==> config.mk <==
export PLATFORM = sky130hd
export DESIGN_NAME = sprite_frame_sequencer
export DESIGN_NICKNAME = d
export VERILOG_FILES = /design/src/hw/rtl/sfs_pkg.sv /design/src/hw/rtl/sprite_frame_sequencer.sv /design/src/hw/rtl/sfs_state.sv /design/src/hw/rtl/sfs_div.sv
export VERILOG_INCLUDE_DIRS = /design/src /design/src/hw/rtl
export SDC_FILE = /design/constraint.sdc
export NUM_CORES = 1
export LEC_CHECK = 0
export ABC_AREA = 0
export CORE_ASPECT_RATIO = 0.8
export CORE_MARGIN = 2
export CORE_UTILIZATION = 55
export CTS_BUF_LIST = sky130_fd_sc_hd__clkbuf_8
export DETAILED_ROUTE_END_ITERATION = 16
export DONT_BUFFER_PORTS = 1
export GPL_TIMING_DRIVEN = 0
export PLACE_DENSITY = 0.71
export SLEW_MARGIN = 20
export SYNTH_ARGS = -nofsm -noshare
export SYNTH_HDL_FRONTEND = slang
export SYNTH_HIERARCHICAL = 1
export SYNTH_SLANG_ARGS = --single-unit
==> constraint.sdc <==
create_clock -name clock -period 16.8 [get_ports clock]
set_input_delay 4.2 -clock clock [delete_from_list [all_inputs] [get_ports clock]]
set_output_delay 4.2 -clock clock [all_outputs]
set_load 0.005 [all_outputs]
==> src/hw/rtl/sprite_frame_sequencer_defines.svh <==
// ----------------------------------------------------------------------------
// sprite frame sequencer assertion macros
// shared property forms for the sequencer checks
// ----------------------------------------------------------------------------
`ifndef SPRITE_FRAME_SEQUENCER_DEFINES_SVH
`define SPRITE_FRAME_SEQUENCER_DEFINES_SVH

// same-cycle implication
`define SFS_ASSERT_NOW(label, clk, rst, ante, cons) \
   label: assert property (@(posedge clk) disable iff (rst) (ante) |-> (cons)) \
      else $error("sprite frame sequencer check failed");

// next-cycle implication
`define SFS_ASSERT_NEXT(label, clk, rst, ante, cons) \
   label: assert property (@(posedge clk) disable iff (rst) (ante) |=> (cons)) \
      else $error("sprite frame sequencer check failed");

`endif

==> src/hw/rtl/sfs_pkg.sv <==
// ----------------------------------------------------------------------------
// sfs_pkg
// types and constants shared by the sprite frame sequencer modules
// ----------------------------------------------------------------------------
package sfs_pkg;

   localparam int FRAME_W    = 12;
   localparam int PERIOD_W   = 20;
   localparam int ACC_W      = 24;
   localparam int FPR_W      = 7;
   localparam int BLK_W      = 11;
   localparam int TEX_W      = 16;
   localparam int MODE_W     = 3;
   localparam int CSR_IDX_W  = 3;
   localparam int CSR_DATA_W = 20;
   localparam int DIV_CNT_W  = $clog2(FRAME_W);
   localparam int PROD_W     = FRAME_W + BLK_W;

   localparam int ANIM_BACK     = 0;
   localparam int ANIM_LOOP     = 1;
   localparam int ANIM_PINGPONG = 2;

   typedef enum logic [MODE_W-1:0] {
      CMD_TICK    = 3'd0,
      CMD_PLAY    = 3'd1,
      CMD_PAUSE   = 3'd2,
      CMD_STOP    = 3'd3,
      CMD_RESTART = 3'd4
   } cmd_type;

   typedef enum logic [CSR_IDX_W-1:0] {
      REG_FRAME_PERIOD   = 3'd0,
      REG_ANIM_MODE      = 3'd1,
      REG_START_FRAME    = 3'd2,
      REG_END_FRAME      = 3'd3,
      REG_FRAMES_PER_ROW = 3'd4,
      REG_BLOCK_WIDTH    = 3'd5,
      REG_BLOCK_HEIGHT   = 3'd6
   } csr_reg_type;

   typedef struct packed {
      logic [PERIOD_W-1:0] frame_period;
      logic [2:0]          anim_mode;
      logic [FRAME_W-1:0]  start_frame;
      logic [FRAME_W-1:0]  end_frame;
      logic [FPR_W-1:0]    frames_per_row;
      logic [BLK_W-1:0]    block_width;
      logic [BLK_W-1:0]    block_height;
   } cfg_type;

   typedef struct packed {
      logic                exec;
      cmd_type             mode;
      logic [PERIOD_W-1:0] elapsed;
   } op_type;

   typedef struct packed {
      logic [FRAME_W-1:0] frame;
      logic               running;
   } st_type;

   typedef struct packed {
      logic               done;
      logic [FRAME_W-1:0] quot;
      logic [FPR_W-1:0]   rem;
   } div_res_type;

endpackage

==> src/hw/rtl/sprite_frame_sequencer.sv <==
// ----------------------------------------------------------------------------
// sprite_frame_sequencer
// sprite sheet animation sequencer with texel origin of the current frame
// ----------------------------------------------------------------------------
// Each request (tick, play, pause, stop, restart) yields one response with the
// frame index, its texel origin on the sheet and the playing flag. A request
// takes these steps from acceptance to a loaded response: apply the command,
// compare the time against the frame period and step, load the divider, run
// the serial divide of the frame by frames per row (12 quotient bits at one
// bit per cycle, then the done flag), form the x and then the y origin on one
// shared multiplier and load the output register. req_ready is high only while
// the sequencer is idle; it returns as soon as the response is in the output
// register, so a new request is taken only once the last response is loaded,
// which waits while an earlier response holds the output register.
// Configuration writes are taken in any cycle.
`include "sprite_frame_sequencer_defines.svh"

module sprite_frame_sequencer
   import sfs_pkg::*;
(
   input  logic                  clock,
   input  logic                  reset,
   input  logic                  req_valid,
   output logic                  req_ready,
   input  logic [MODE_W-1:0]     req_mode,
   input  logic [PERIOD_W-1:0]   req_elapsed_us,
   output logic                  rsp_valid,
   input  logic                  rsp_ready,
   output logic [FRAME_W-1:0]    rsp_frame_index,
   output logic [TEX_W-1:0]      rsp_tex_x,
   output logic [TEX_W-1:0]      rsp_tex_y,
   output logic                  rsp_playing,
   input  logic                  csr_valid,
   output logic                  csr_ready,
   input  logic [CSR_IDX_W-1:0]  csr_index,
   input  logic [CSR_DATA_W-1:0] csr_data
);

   typedef enum logic [2:0] {
      S_IDLE,
      S_EXEC,
      S_STEP,
      S_DSTART,
      S_DWAIT,
      S_MULX,
      S_MULY,
      S_OUT
   } state_type;

   state_type state_ff, state_in;

   cfg_type cfg_ff;

   logic [MODE_W-1:0]   mode_ff, mode_in;
   logic [PERIOD_W-1:0] elapsed_ff, elapsed_in;
   logic [TEX_W-1:0]    tex_x_ff, tex_x_in;
   logic [TEX_W-1:0]    tex_y_ff, tex_y_in;
   logic                rsp_valid_ff, rsp_valid_in;
   logic [FRAME_W-1:0]  rsp_frame_ff, rsp_frame_in;
   logic [TEX_W-1:0]    rsp_x_ff, rsp_x_in;
   logic [TEX_W-1:0]    rsp_y_ff, rsp_y_in;
   logic                rsp_play_ff, rsp_play_in;

   op_type      op;
   st_type      st;
   div_res_type div_res;

   logic [FRAME_W-1:0] mul_a;
   logic [BLK_W-1:0]   mul_b;
   logic [PROD_W-1:0]  product;
   logic               req_fire;
   logic               slot_free;

   // configuration registers
   always_ff @(posedge clock) begin
      if (reset) begin
         cfg_ff.frame_period   <= PERIOD_W'(100000);
         cfg_ff.anim_mode      <= '0;
         cfg_ff.start_frame    <= '0;
         cfg_ff.end_frame      <= '0;
         cfg_ff.frames_per_row <= FPR_W'(1);
         cfg_ff.block_width    <= BLK_W'(1);
         cfg_ff.block_height   <= BLK_W'(1);
      end else if (csr_valid) begin
         unique case (csr_reg_type'(csr_index))
            REG_FRAME_PERIOD:   cfg_ff.frame_period   <= csr_data;
            REG_ANIM_MODE:      cfg_ff.anim_mode      <= csr_data[2:0];
            REG_START_FRAME:    cfg_ff.start_frame    <= csr_data[FRAME_W-1:0];
            REG_END_FRAME:      cfg_ff.end_frame      <= csr_data[FRAME_W-1:0];
            REG_FRAMES_PER_ROW: cfg_ff.frames_per_row <= csr_data[FPR_W-1:0];
            REG_BLOCK_WIDTH:    cfg_ff.block_width    <= csr_data[BLK_W-1:0];
            REG_BLOCK_HEIGHT:   cfg_ff.block_height   <= csr_data[BLK_W-1:0];
            default: ;
         endcase
      end
   end

   assign csr_ready = 1'b1;

   assign req_ready = (state_ff == S_IDLE);
   assign req_fire  = req_valid && req_ready;
   assign slot_free = !rsp_valid_ff || rsp_ready;

   assign op.exec    = (state_ff == S_EXEC);
   assign op.mode    = cmd_type'(mode_ff);
   assign op.elapsed = elapsed_ff;

   sfs_state u_state (
      .clock (clock),
      .reset (reset),
      .cfg   (cfg_ff),
      .op    (op),
      .st    (st)
   );

   sfs_div u_div (
      .clock    (clock),
      .reset    (reset),
      .start    (state_ff == S_DSTART),
      .dividend (st.frame),
      .divisor  (cfg_ff.frames_per_row),
      .res      (div_res)
   );

   // shared multiplier for column and row origins
   assign mul_a   = (state_ff == S_MULX) ? FRAME_W'(div_res.rem) : div_res.quot;
   assign mul_b   = (state_ff == S_MULX) ? cfg_ff.block_width : cfg_ff.block_height;
   assign product = PROD_W'(mul_a) * PROD_W'(mul_b);

   always_comb begin
      state_in     = state_ff;
      mode_in      = mode_ff;
      elapsed_in   = elapsed_ff;
      tex_x_in     = tex_x_ff;
      tex_y_in     = tex_y_ff;
      rsp_valid_in = rsp_valid_ff && !rsp_ready;
      rsp_frame_in = rsp_frame_ff;
      rsp_x_in     = rsp_x_ff;
      rsp_y_in     = rsp_y_ff;
      rsp_play_in  = rsp_play_ff;
      unique case (state_ff)
         S_IDLE: begin
            if (req_fire) begin
               mode_in    = req_mode;
               elapsed_in = req_elapsed_us;
               state_in   = S_EXEC;
            end
         end
         S_EXEC:   state_in = S_STEP;
         S_STEP:   state_in = S_DSTART;
         S_DSTART: state_in = S_DWAIT;
         S_DWAIT: begin
            if (div_res.done) begin
               state_in = S_MULX;
            end
         end
         S_MULX: begin
            tex_x_in = product[TEX_W-1:0];
            state_in = S_MULY;
         end
         S_MULY: begin
            tex_y_in = product[TEX_W-1:0];
            state_in = S_OUT;
         end
         S_OUT: begin
            if (slot_free) begin
               rsp_valid_in = 1'b1;
               rsp_frame_in = st.frame;
               rsp_x_in     = tex_x_ff;
               rsp_y_in     = tex_y_ff;
               rsp_play_in  = st.running;
               state_in     = S_IDLE;
            end
         end
         default: state_in = S_IDLE;
      endcase
   end

   always_ff @(posedge clock) begin
      if (reset) begin
         state_ff     <= S_IDLE;
         rsp_valid_ff <= 1'b0;
      end else begin
         state_ff     <= state_in;
         rsp_valid_ff <= rsp_valid_in;
      end
      mode_ff      <= mode_in;
      elapsed_ff   <= elapsed_in;
      tex_x_ff     <= tex_x_in;
      tex_y_ff     <= tex_y_in;
      rsp_frame_ff <= rsp_frame_in;
      rsp_x_ff     <= rsp_x_in;
      rsp_y_ff     <= rsp_y_in;
      rsp_play_ff  <= rsp_play_in;
   end

   assign rsp_valid       = rsp_valid_ff;
   assign rsp_frame_index = rsp_frame_ff;
   assign rsp_tex_x       = rsp_x_ff;
   assign rsp_tex_y       = rsp_y_ff;
   assign rsp_playing     = rsp_play_ff;

   `SFS_ASSERT_NEXT(a_busy_after_accept, clock, reset, req_fire, !req_ready)
   `SFS_ASSERT_NOW(a_div_done_before_mul, clock, reset, state_ff == S_MULX, div_res.done)
   `SFS_ASSERT_NEXT(a_out_loads_rsp, clock, reset, (state_ff == S_OUT) && slot_free, rsp_valid)

endmodule

==> src/hw/rtl/sfs_state.sv <==
// ----------------------------------------------------------------------------
// sfs_state
// animation state: command decode, time accumulator and frame stepping
// ----------------------------------------------------------------------------
module sfs_state
   import sfs_pkg::*;
(
   input  logic    clock,
   input  logic    reset,
   input  cfg_type cfg,
   input  op_type  op,
   output st_type  st
);

   logic [FRAME_W-1:0] frame_ff, frame_in;
   logic               back_ff, back_in;
   logic               run_ff, run_in;
   logic [ACC_W-1:0]   acc_ff, acc_in;
   logic               pend_ff, pend_in;

   logic [ACC_W:0]           sum;
   logic [ACC_W-1:0]         acc_sat;
   logic signed [FRAME_W+1:0] f_step, s_ext, e_ext, f_new;
   logic                      past_end, past_start;
   logic                      back_new, run_new;
   logic                      m_back, m_loop, m_pp;

   assign m_back = cfg.anim_mode[ANIM_BACK];
   assign m_loop = cfg.anim_mode[ANIM_LOOP];
   assign m_pp   = cfg.anim_mode[ANIM_PINGPONG];

   assign sum     = {1'b0, acc_ff} + (ACC_W+1)'(op.elapsed);
   assign acc_sat = sum[ACC_W] ? {ACC_W{1'b1}} : sum[ACC_W-1:0];

   assign f_step = $signed({2'b00, frame_ff}) + (back_ff ? -(FRAME_W+2)'(1) : (FRAME_W+2)'(1));
   assign s_ext  = $signed({2'b00, cfg.start_frame});
   assign e_ext  = $signed({2'b00, cfg.end_frame});
   assign past_end   = f_step > e_ext;
   assign past_start = f_step < s_ext;

   // end of range rules
   always_comb begin
      f_new    = f_step;
      back_new = back_ff;
      run_new  = run_ff;
      if (m_pp && m_loop) begin
         if (past_end) begin
            f_new    = e_ext;
            back_new = !back_ff;
         end else if (past_start) begin
            f_new    = s_ext;
            back_new = !back_ff;
         end
      end else if (m_pp && !m_back) begin
         if (past_end) begin
            f_new    = e_ext;
            back_new = !back_ff;
         end else if (past_start) begin
            f_new   = s_ext;
            run_new = 1'b0;
         end
      end else if (m_pp) begin
         if (past_start) begin
            f_new    = s_ext;
            back_new = !back_ff;
         end else if (past_end) begin
            f_new   = e_ext;
            run_new = 1'b0;
         end
      end else if (m_loop && !m_back) begin
         if (past_end) begin
            f_new = s_ext;
         end
      end else if (m_loop) begin
         if (past_start) begin
            f_new = e_ext;
         end
      end else if (!m_back) begin
         if (past_end) begin
            f_new   = e_ext;
            run_new = 1'b0;
         end
      end else begin
         if (past_start) begin
            f_new   = s_ext;
            run_new = 1'b0;
         end
      end
   end

   always_comb begin
      frame_in = frame_ff;
      back_in  = back_ff;
      run_in   = run_ff;
      acc_in   = acc_ff;
      pend_in  = 1'b0;
      if (op.exec) begin
         case (op.mode)
            CMD_TICK: begin
               if (run_ff) begin
                  acc_in  = acc_sat;
                  pend_in = 1'b1;
               end
            end
            CMD_PLAY:  run_in = 1'b1;
            CMD_PAUSE: run_in = 1'b0;
            CMD_STOP: begin
               run_in   = 1'b0;
               frame_in = cfg.start_frame;
            end
            CMD_RESTART: begin
               back_in  = m_back;
               frame_in = m_back ? cfg.end_frame : cfg.start_frame;
               acc_in   = '0;
            end
            default: ;
         endcase
      end else if (pend_ff) begin
         if (acc_ff >= ACC_W'(cfg.frame_period)) begin
            frame_in = f_new[FRAME_W-1:0];
            back_in  = back_new;
            run_in   = run_new;
            acc_in   = acc_ff - ACC_W'(cfg.frame_period);
         end
      end
   end

   always_ff @(posedge clock) begin
      if (reset) begin
         frame_ff <= '0;
         back_ff  <= 1'b0;
         run_ff   <= 1'b0;
         acc_ff   <= '0;
         pend_ff  <= 1'b0;
      end else begin
         frame_ff <= frame_in;
         back_ff  <= back_in;
         run_ff   <= run_in;
         acc_ff   <= acc_in;
         pend_ff  <= pend_in;
      end
   end

   assign st.frame   = frame_ff;
   assign st.running = run_ff;

endmodule

==> src/hw/rtl/sfs_div.sv <==
// ----------------------------------------------------------------------------
// sfs_div
// serial restoring divider, one quotient bit per cycle
// ----------------------------------------------------------------------------
module sfs_div
   import sfs_pkg::*;
(
   input  logic               clock,
   input  logic               reset,
   input  logic               start,
   input  logic [FRAME_W-1:0] dividend,
   input  logic [FPR_W-1:0]   divisor,
   output div_res_type        res
);

   logic [FRAME_W-1:0]   quot_ff, quot_in;
   logic [FPR_W-1:0]     rem_ff, rem_in;
   logic [FPR_W-1:0]     dvs_ff, dvs_in;
   logic [DIV_CNT_W-1:0] cnt_ff, cnt_in;
   logic                 busy_ff, busy_in;
   logic                 done_ff, done_in;

   logic [FPR_W:0] trial, diff;
   logic           ge;

   assign trial = {rem_ff, quot_ff[FRAME_W-1]};
   assign ge    = trial >= {1'b0, dvs_ff};
   assign diff  = trial - {1'b0, dvs_ff};

   always_comb begin
      quot_in = quot_ff;
      rem_in  = rem_ff;
      dvs_in  = dvs_ff;
      cnt_in  = cnt_ff;
      busy_in = busy_ff;
      done_in = done_ff;
      if (start) begin
         quot_in = dividend;
         rem_in  = '0;
         dvs_in  = (divisor == '0) ? FPR_W'(1) : divisor;
         cnt_in  = '0;
         busy_in = 1'b1;
         done_in = 1'b0;
      end else if (busy_ff) begin
         quot_in = {quot_ff[FRAME_W-2:0], ge};
         rem_in  = ge ? diff[FPR_W-1:0] : trial[FPR_W-1:0];
         cnt_in  = cnt_ff + DIV_CNT_W'(1);
         if (cnt_ff == DIV_CNT_W'(FRAME_W-1)) begin
            busy_in = 1'b0;
            done_in = 1'b1;
         end
      end
   end

   always_ff @(posedge clock) begin
      if (reset) begin
         cnt_ff  <= '0;
         busy_ff <= 1'b0;
         done_ff <= 1'b0;
      end else begin
         cnt_ff  <= cnt_in;
         busy_ff <= busy_in;
         done_ff <= done_in;
      end
      quot_ff <= quot_in;
      rem_ff  <= rem_in;
      dvs_ff  <= dvs_in;
   end

   assign res.done = done_ff;
   assign res.quot = quot_ff;
   assign res.rem  = rem_ff;

endmodule

# After elaboration in Yosys (flattened, before gate mapping)
# Cells that the tools add are included.
# word_totals
mem_count	0
elab_cells	171
romBits	0
mem_bits_rw	0
latch_bits	0
out_inout_bits	48
in_bits	51
regBits	251
# classes
mul	1
n_lt_le_gt_ge	4
add_sub_neg	5
n_div	0
bitwise	2
shifts	0
n_reduce_logical	36
n_mux	63
eq_ne	32
# ops
cell	count
$mux W12	19
$mux W24	5
$pmux W24 S2	1
$mux W1	29
$add A24 B20 Y25	1
$eq A3 B3 Y1 const B	8
$ge A24 B20 Y1	1
$pmux W12 S2	1
$pmux W3 S8	1
$sub A24 B20 Y24	1
$reduce_and A2 Y1	10
$eq A3 B2 Y1 const B	6
$mul A12 B11 Y16	1
$add A13 B14 Y14	1
$gt A14 B13 Y1	1
$lt A14 B13 Y1	1
$mux W14	1
$mux W11	1
$eq A3 B1 Y1 const B	3
$logic_not A3 Y1	3
$mux W3	3
$ge A8 B7 Y1	1
$reduce_and A8 Y1	1
$logic_not A7 Y1	1
other kinds (25)	42

# Longest topological paths before layout
# Gate-level depths: netlist of run 1.
# logic_depth
ltp_word	13
mapped_depth	23
mapped_depth_nobuf	21

# Modules after synthesis
# The synthesis of run 1 kept the hierarchy.
# modules_own_cells
mod	cells_each	area_each_um2	instances
sprite_frame_sequencer	928	9447.8	1
sfs_state	941	6551.3	1
sfs_div	172	1840.5	1

# Worst setup path before layout of run 1
# OpenSTA, ideal clock, no wires.
# synth_path
path_kind	input to register
startpoint	in rsp_ready
endpoint	reg rsp_frame_ff[0], in the netlist rsp_frame_index[0] (enable)
t_arrival_ps	6203
setup_slack_ps	10148
setup_ps	449
n_path_buf	0
t_required_ps	16351
path_stages	2
path_cell_list	nor2b_1 > nor2_1
# synth_between
elab_chain_len	2
# synth_lines
element	line	source
from (decl)	sprite_frame_sequencer.sv:28	input logic rsp_ready,
$logic_or A1 B1 Y1	sprite_frame_sequencer.sv:102	assign slot_free = !rsp_valid_ff || rsp_ready;
$reduce_and A2 Y1 (no source line)	--	
to (signal assigned)	sprite_frame_sequencer.sv:191	rsp_frame_ff <= rsp_frame_in;
to (decl)	sprite_frame_sequencer.sv:59	logic [FRAME_W-1:0] rsp_frame_ff, rsp_frame_in;
# Every way passes these cells.
# A chain may end at the register's enable or synchronous reset.

# Final worst setup path of run 1
# layout_path
startpoint	reg state_ff[1]
endpoint	reg tex_y_ff[13], data pin
# layout_between
elab_chain_len	3
# layout_lines
element	line	source
from (decl)	sprite_frame_sequencer.sv:50	state_type state_ff, state_in;
from (signal assigned)	sprite_frame_sequencer.sv:184	state_ff <= state_in;
$eq A3 B3 Y1 (*)	sprite_frame_sequencer.sv:126, sprite_frame_sequencer.sv:127	
$mux W12 or $mux W11 (tied branches)	sprite_frame_sequencer.sv:126, sprite_frame_sequencer.sv:127	
$mul A12 B11 Y16 (*)	sprite_frame_sequencer.sv:128	assign product = PROD_W'(mul_a) * PROD_W'(mul_b);
net product[13]	sprite_frame_sequencer.sv:70	logic [PROD_W-1:0] product;
to (signal assigned)	sprite_frame_sequencer.sv:190	tex_y_ff <= tex_y_in;
to (decl)	sprite_frame_sequencer.sv:57	logic [TEX_W-1:0] tex_y_ff, tex_y_in;
# Mark *: on every way through the listed nets, which the timed path passes. The rest lies on a longest branch.

==> results of run 1 <==
[critical path: cells and delay by family (launching register included)]
kind / cells / cell delay (ps)
and+or+nand+nor: 3 / 820
xor gates and xnor gates: 1 / 320
adders and majority gates: 6 / 2480
AOI/OAI and AO/OA: 4 / 640
DFF: 1 / 300
buffers and inverters: 5 / 940
muxes: 1 / 710
[stage by stage]
step                worst slack [ps]  hold slack [ps]  power (mW)  instances
finish                         10350              413        2.03       2542
global route                    9980              415        2.11       2542
CTS                            10460              413        2.00       2542
detailed placement             10480              405        1.44       2465
global placement                8840              401        1.44       2461
floorplan                      10150              400        1.22       2041
[path summary, 6_finish.rpt]
| path | end |
|---|---|
| worst max-delay path | tex_y_ff[13] |
| worst min-delay path | rsp_tex_y[13] |
| worst max register to register | tex_y_ff[13] |
| worst min register to register | rsp_tex_y[13] |
[report_power, final]
part	total, mW	internal (mW)	switching [mW]
Combinational	0.750	0.258	0.492
Clock	0.569	0.293	0.276
Sequential	0.708	0.668	0.0393
Total	2.03	1.22	0.807
[cell type report]
type,count,share of cell area [%]
plain buffers,98,2.24
clock buffers,44,3.14
clock inverters,33,1.22
inverters,184,3.58
multi-input cells,1508,54.5
flip-flops and latches,251,32.2
well taps,420,2.72
repair buffers,4,0.324
[logic make-up (layout without fill, tap and decap cells)]
kind of cell,Yosys count,after routing,share of synthesized area (%)
AOI/OAI and AO/OA,481,481,17.4
xor gates and xnor gates,72,72,3.53
adders and majority gates,193,193,16.7
buffers and inverters,282,363,6.29
DFF,251,251,34.8
muxes,64,64,3.68
other,1,1,0.0210
and+or+nand+nor,697,697,17.6
[state kept, by name (all words and copies together), names as in the netlist, 4 cells and up]
| name | flops |
|---|---|
| u_div/dvs_ff | 7 |
| u_div/rem_ff | 7 |
| cfg_ff | 76 |
| rsp_frame_index | 12 |
| u_state/acc_ff | 24 |
| u_div/quot_ff | 12 |
| rsp_tex_x | 16 |
| elapsed_ff | 20 |
| rsp_tex_y | 16 |
| u_state/frame_ff | 12 |
| tex_y_ff | 16 |
| u_div/cnt_ff | 4 |
| tex_x_ff | 16 |
[cells in the mapped netlist, types with 20 or more instances]
library cell  count
clkbuf_1         66
dfxtp_1         132
o21ai_0          68
o21a_1           20
xor2_1           25
nand2b_1         23
xnor2_1          47
mux2i_1          52
o21ai_1          30
nand2_1         328
nor2_1          153
ha_1            119
fa_1             74
a31oi_1          20
a211oi_1         23
inv_1           182
nand3_1          48
and3_1           28
edfxtp_1        119
a21oi_1         170
nor3_1           29
a21o_1           25
[metal layers]
layer	up-vias	share of wire [%]	wire, um	global-route usage [%]
li1	7200	-	-	-
met3	97	9.8	5460	7.48
met5	-	0	0	0
met2	746	41	23000	48.1
met4	0	2.8	1570	10.8
met1	7453	46	25700	48.2
[cell usage in the layout, fill, tap and decap left out, types with 12 or more instances in the layout]
| cell type | count |
|---|---|
| dfxtp_1 | 132 |
| o22ai_1 | 14 |
| edfxtp_1 | 119 |
| xor2_1 | 25 |
| o21ai_1 | 30 |
| ha_1 | 119 |
| inv_1 | 195 |
| nor3_1 | 28 |
| nand3b_1 | 14 |
| nor2_1 | 152 |
| fa_1 | 74 |
| xnor2_1 | 47 |
| o21a_1 | 20 |
| nand3_1 | 48 |
| a21o_1 | 25 |
| nor2b_1 | 14 |
| nand2b_1 | 23 |
| a31oi_1 | 20 |
| o21ai_0 | 68 |
| buf_2 | 18 |
| o211ai_1 | 17 |
| and3_1 | 28 |
| clkbuf_1 | 66 |
| mux2i_1 | 52 |
| a211oi_1 | 23 |
| a21oi_1 | 170 |
| nand2_1 | 328 |
| clkbuf_8 | 44 |
| mux2_2 | 12 |
==> parameters.txt, run 1 <==
Parameter                              Value

STA
  Final hold violation count ... 0
  Slew of the pin with the lowest slew margin ... 1000 ps
  Clock skew ... 23.6 ps
  Final number of setup-violating endpoints ... 0
  Unrepaired setup endpoints after global routing ... false
  Final period util ... 38.4%
  Peak Freq ... approximately 160 MHz
  Slew Limit Headroom ... about 33%
  Tmin final ... 6450 ps
  Post-Route Setup TNS ... 0 ps
  Max-slew violation count ... 0

Detailed routing
  Detailed-router iteration count before antenna repair ... 6
  Number of vias per cell after detailed routing ... between 6 and 7
  Number of DRC markers in iteration 0 ... around 1600
  Vias after detailed routing ... roughly 15000
  Final routed wire length divided by cell count ... 21.9 um
  Final WL ... ~56000 um
  DRC ... 0
  Remaining antenna violation count ... 0

Final layout
  Antenna Cells ... 0
  Storage element area ... about 6200 um2
  Number of nets in the layout ... roughly 2300
  Area Growth Syn to Fin ... 8.12%
  Ratio of cells with drive above 1 in the final layout ... 6.64%
  Footprint of the multi-input gates ... 10500 um2
  Total of fill cells in the finished design ... between 2000 and 3000
  Final cell area excluding filler cells ... 19300 um2
  Utilization after layout ... between 60% and 70%

GRT
  Via count of the first global-routing pass ... between 10000 and 15000
  Pin count of the biggest net entering global routing ... 26
  First-pass GRT wire length ... between 80000 and 90000 um
  GRT Total Usage ... around a third
  Antenna violations before repair ... 0
  Overflow left after global routing ... 0

Synthesis
  Synth Cell Area ... 17800 um2
  Number of storage elements in the synthesis netlist ... ~250
  Synthesis Warnings ... 6
  Area leader, netlist ... edfxtp_1
  Post-synthesis cell type count ... a little over 90
  EDFF count, synth ... approximately 120
  Dominant cells by area after synthesis ... edfxtp_1, dfxtp_1, ha_1
  Synth Net Count ... between 2000 and 2500
  Post-Synthesis Cells ... roughly 2000
  Sequential area share after synthesis ... about a third
  Proportion of netlist area held by the largest area contributor ... around a fifth
  Predominant post-synthesis flop cell ... dfxtp_1
  Fraction of registers with async set/reset ... 0%
  Mean post-synth cell area ... ~8.7 um2

Clocking
  Clock slew seen by the registers of the worst setup and hold paths ... roughly 60 ps
  Cts bufs inserted ... 42
  Bufs on Longest Clock Path ... 3
  Clock H-tree levels ... 2
  Sink count of the clock tree ... about 250
  Postcts setup bufs ... 0
  PostCTS Resize Cnt ... 0
  Clock tree root buffer cell ... clkbuf_8
  Clk_lat worst skew ... ~600 ps
  TritonCTS clock tree ... built
  CTS hold repair buffers ... 0

Setup path
  Nature of the critical path endpoint ... register
  Setup crit start kind ... register
  Slowest cell on crit path ... mux2i_1
  Delay contributed by the slowest stage of the critical path ... a little over 700 ps
  Maximum fanout count along the critical path ... 10
  WP data arrival ... around 6800 ps
  Reg-to-reg startpoint ... state_ff[1]
  Category of the critical setup timing path ... reg2reg
  CP most frequent cell ... fa_1
  Worst setup path start ... state_ff[1]
  Critical Path RT ... around 17000 ps
  Count of cells along the worst register-to-register path ... 20
  Reg2Reg Setup Slack ... ~10000 ps
  Worst path cell trace ... buf_2, nand3b_1, buf_2, buf_2, mux2i_1, nor2_1, fa_1, ha_1, fa_1, inv_1, fa_1, fa_1, inv_1, ha_1, o21ai_2, a21boi_1, or4_1, a21oi_1, o21bai_1, xor2_1

Floorplanning
  Horizontal extent of the die ... roughly 210 um
  CORE AREA ... 31700 um2
  Io pins ... between 90 and 100
  Number of cell rows ... 58
  Height of the die ... ~170 um
  Initial standard-cell utilization of the core ... between 50% and 60%
  Die area ... approximately 34000 um2

Pwr
  Leak Pwr ... between 7 and 8 nW
  Cell Pwr Density ... 105 nW/um2
  Peak supply drop ... between 0.09 and 0.1 mV

Hold path
  Class of the tightest hold or removal check ... reg2reg
  Depth of the worst hold-timing path ... 0
  Launch instance of the worst min-delay path ... tex_y_ff[13]

Placed design
  Final HPWL from detailed placement ... around 42000 um
  Number of port buffers ... 0
  Placed inst area ... about 18000 um2
  Final weighted congestion of routability-driven global placement ... approximately 0.99

Run
  Total of max-cap violations ... 0

Status
  Status ... completed
No activity file was read; power rests on OpenSTA's default activity.
==> inputs of run 2 (changes only) <==
==> constraint.sdc (replaced) <==
create_clock -name clock -period 6.3 [get_ports clock]
set_input_delay 1.575 -clock clock [delete_from_list [all_inputs] [get_ports clock]]
set_output_delay 1.575 -clock clock [all_outputs]
set_load 0.005 [all_outputs]
==> parameters.txt, run 2 (same netlist as run 1, synthesis figures left out) <==
Parameter                              Value

Final layout
  Utilization after layout ... 61.2% (+0.36 points)
  Biggest regs ... cfg_ff (76), u_state/acc_ff (24), elapsed_ff (20)
  Total of fill cells in the finished design ... 2795 (-0.57%)
  Ratio of cells with drive above 1 in the final layout ... 7.44% (+0.80 points)
  Number of flip-flops in the largest register ... 76 (unchanged)
  Area Growth Syn to Fin ... 8.75%
  Final cell area excluding filler cells ... 19400 um2 (+0.58%)
  Most common cell after layout, fill and taps aside ... nand2_1
  Storage element area ... 6220 um2 (about the same)
  Footprint of the multi-input gates ... 10600 um2 (+0.63%)
  Register with the most flip-flops ... cfg_ff
  Most frequent cells in the layout ... nand2_1, inv_1, a21oi_1, nor2_1, dfxtp_1
  Post-Layout Cell Count ... 2543 (+0.039%)
  Antenna Cells ... 0 (unchanged)
  Number of nets in the layout ... 2334 (+0.043%)

STA
  Final period util ... 95.8% (+57 points)
  Slew Limit Headroom ... 32.6% (-0.58 points)
  Peak Freq ... 166 MHz (+6.8%)
  Post-Route Setup TNS ... 0 ps (unchanged)
  Final hold violation count ... 0 (unchanged)
  Final number of setup-violating endpoints ... 0 (unchanged)
  Unrepaired setup endpoints after global routing ... false
  Tmin final ... 6040 ps (-410 ps)
  Clock skew ... 25.4 ps (+1.85 ps)
  Max-slew violation count ... 0 (unchanged)
  Final worst slack ... 264 ps (-10090 ps)
  Slew of the pin with the lowest slew margin ... 1010 ps (+8.63 ps)
  Worst hold slack ... 411 ps (-1.93 ps)

Clocking
  Cts bufs inserted ... 42 (unchanged)
  TritonCTS clock tree ... built
  Clock tree root buffer cell ... clkbuf_8
  Bufs on Longest Clock Path ... 3 (unchanged)
  Clk_lat worst skew ... 600 ps (about the same)
  Clock slew seen by the registers of the worst setup and hold paths ... 60 ps (about the same)
  Sink count of the clock tree ... 251 (unchanged)
  CTS hold repair buffers ... 0 (unchanged)
  Clock H-tree levels ... 2 (unchanged)

Pwr
  Power after layout ... 5.42 mW (+170%)
  Portion of total power attributed to the clock network ... 27.9% (-0.2 points)
  Leak Pwr ... 7.82 nW (-0.14%)
  Combinational power share ... 37.2% (+0.2 points)
  Cell Pwr Density ... 279 nW/um2 (+170%)
  Peak supply drop ... 0.241 mV (+170%)
  Proportion of total power due to net switching ... 39.9% (+0.043 points)
  Switching Power ... 2.16 mW (+170%)
  Register share of total power ... 34.9% (about the same)
  Cell-internal power ... 3.26 mW (+170%)

Floorplanning
  Number of cell rows ... 58 (unchanged)
  Height of the die ... 165 um (unchanged)
  CORE AREA ... 31700 um2 (unchanged)
  Initial standard-cell utilization of the core ... 56.3% (unchanged)
  Die area ... 33900 um2 (unchanged)
  Horizontal extent of the die ... 205 um (unchanged)
  Io pins ... 99 (unchanged)

Hold path
  Class of the tightest hold or removal check ... reg2reg
  Launch instance of the worst min-delay path ... tex_x_ff[13]
  Depth of the worst hold-timing path ... 0 (unchanged)
  Sink of the worst hold path ... rsp_tex_x[13]

Placed design
  Number of cells after detailed placement ... 2465 (unchanged)
  Placed inst area ... 18400 um2 (unchanged)
  Setup WS pre-CTS ... -15.4 ps (-10500 ps)
  Final weighted congestion of routability-driven global placement ... 0.993 (unchanged)
  Final HPWL from detailed placement ... 42300 um (unchanged)
  Number of port buffers ... 0 (unchanged)

GRT
  GRT Total Usage ... 32.9% (about the same)
  First-pass GRT wire length ... 84800 um (about the same)
  Overflow left after global routing ... 0 (unchanged)
  Via count of the first global-routing pass ... 14700 (+0.068%)
  Pin count of the biggest net entering global routing ... 26 (unchanged)
  Antenna violations before repair ... 0 (unchanged)

Detailed routing
  Remaining antenna violation count ... 0 (unchanged)
  Vias after detailed routing ... 15500 (-0.14%)
  Final routed wire length divided by cell count ... 22.0 um (+0.28%)
  Final WL ... 55800 um (+0.32%)
  DRC ... 0 (unchanged)
  Detailed-router iteration count before antenna repair ... 9 (+3)
  Number of vias per cell after detailed routing ... 6.09 (-0.17%)
  Number of DRC markers in iteration 0 ... 1607 (+2.3%)

Setup path
  WP data arrival ... 6350 ps (-450 ps)
  Nature of the critical path endpoint ... register
  Reg-to-reg startpoint ... state_ff[1]
  Setup crit start kind ... register
  Reg2Reg Setup Slack ... 260 ps (-10090 ps)
  Category of the critical setup timing path ... reg2reg
  Maximum fanout count along the critical path ... 10 (unchanged)
  Critical Path RT ... 6620 ps (-10530 ps)
  Count of cells along the worst register-to-register path ... 21 (+5.0%)
  Worst reg2reg path endpoint ... tex_y_ff[14]

Status
  Status ... completed

Run
  Total of max-cap violations ... 0 (unchanged)
[run 2: final cells by class]
type,instances,share of cell area [%]
Buffer,98,2.41
Clock buffer,44,3.12
Clock inverter,33,1.21
Inverter,184,3.58
Multi-Input combinational cell,1508,54.6
Sequential cell,251,32.0
Tap cell,420,2.71
Timing Repair Buffer,5,0.361
[run 2: worst max path at each step]
stage	from	end	slack [ps]	depth (start not counted)
4_1_cts	state_ff[1]	tex_y_ff[13]	80	21
6_report	state_ff[1]	tex_y_ff[14]	260	21
3_3_place_gp	state_ff[1]	tex_x_ff[14]	-580	21
2_1_floorplan	state_ff[1]	tex_x_ff[14]	400	21
5_1_grt	state_ff[1]	tex_y_ff[14]	20	21
3_5_place_dp	state_ff[1]	tex_x_ff[14]	-20	21
[run 2: worst max-delay path, stage by stage (launching register included)]
cell and delay, ps:
dfxtp_1 300, buf_2 170, nand3b_1 270, buf_6 220, clkbuf_4 230, nand2_1 90
nand2_1 210, nand2_1 110, fa_1 460, fa_1 540, fa_1 550, inv_1 50
fa_1 470, inv_1 50, fa_1 480, inv_1 40, ha_1 210, or4_4 490
o2bb2ai_2 210, nor2_1 110, o41a_1 330, xor2_1 180
[run 2: timing repair]
action,in CTS,in global routing
resized for setup,2,29
setup endpoints to repair,6,21
pin swaps,0,0
hold endpoints to repair,0,0
setup buffers,0,1
[run 2: power groups by stage]
stage	Clock, mW	Sequential [mW]	Combinational [mW]
2_1_floorplan	0	1.87	1.39
5_1_grt	1.60	1.90	2.14
3_5_place_dp	0	1.92	1.92
4_1_cts	1.53	1.88	1.93
6_report	1.51	1.89	2.01
3_3_place_gp	0	1.91	1.91
[run 2: routing by layer]
layer	track usage (%)	vias to the layer above	wire, um
met2	48.1	707	23200
li1	-	7205	-
met4	10.8	0	1480
met3	7.48	92	5630
met5	0	-	0
met1	48.2	7471	25500
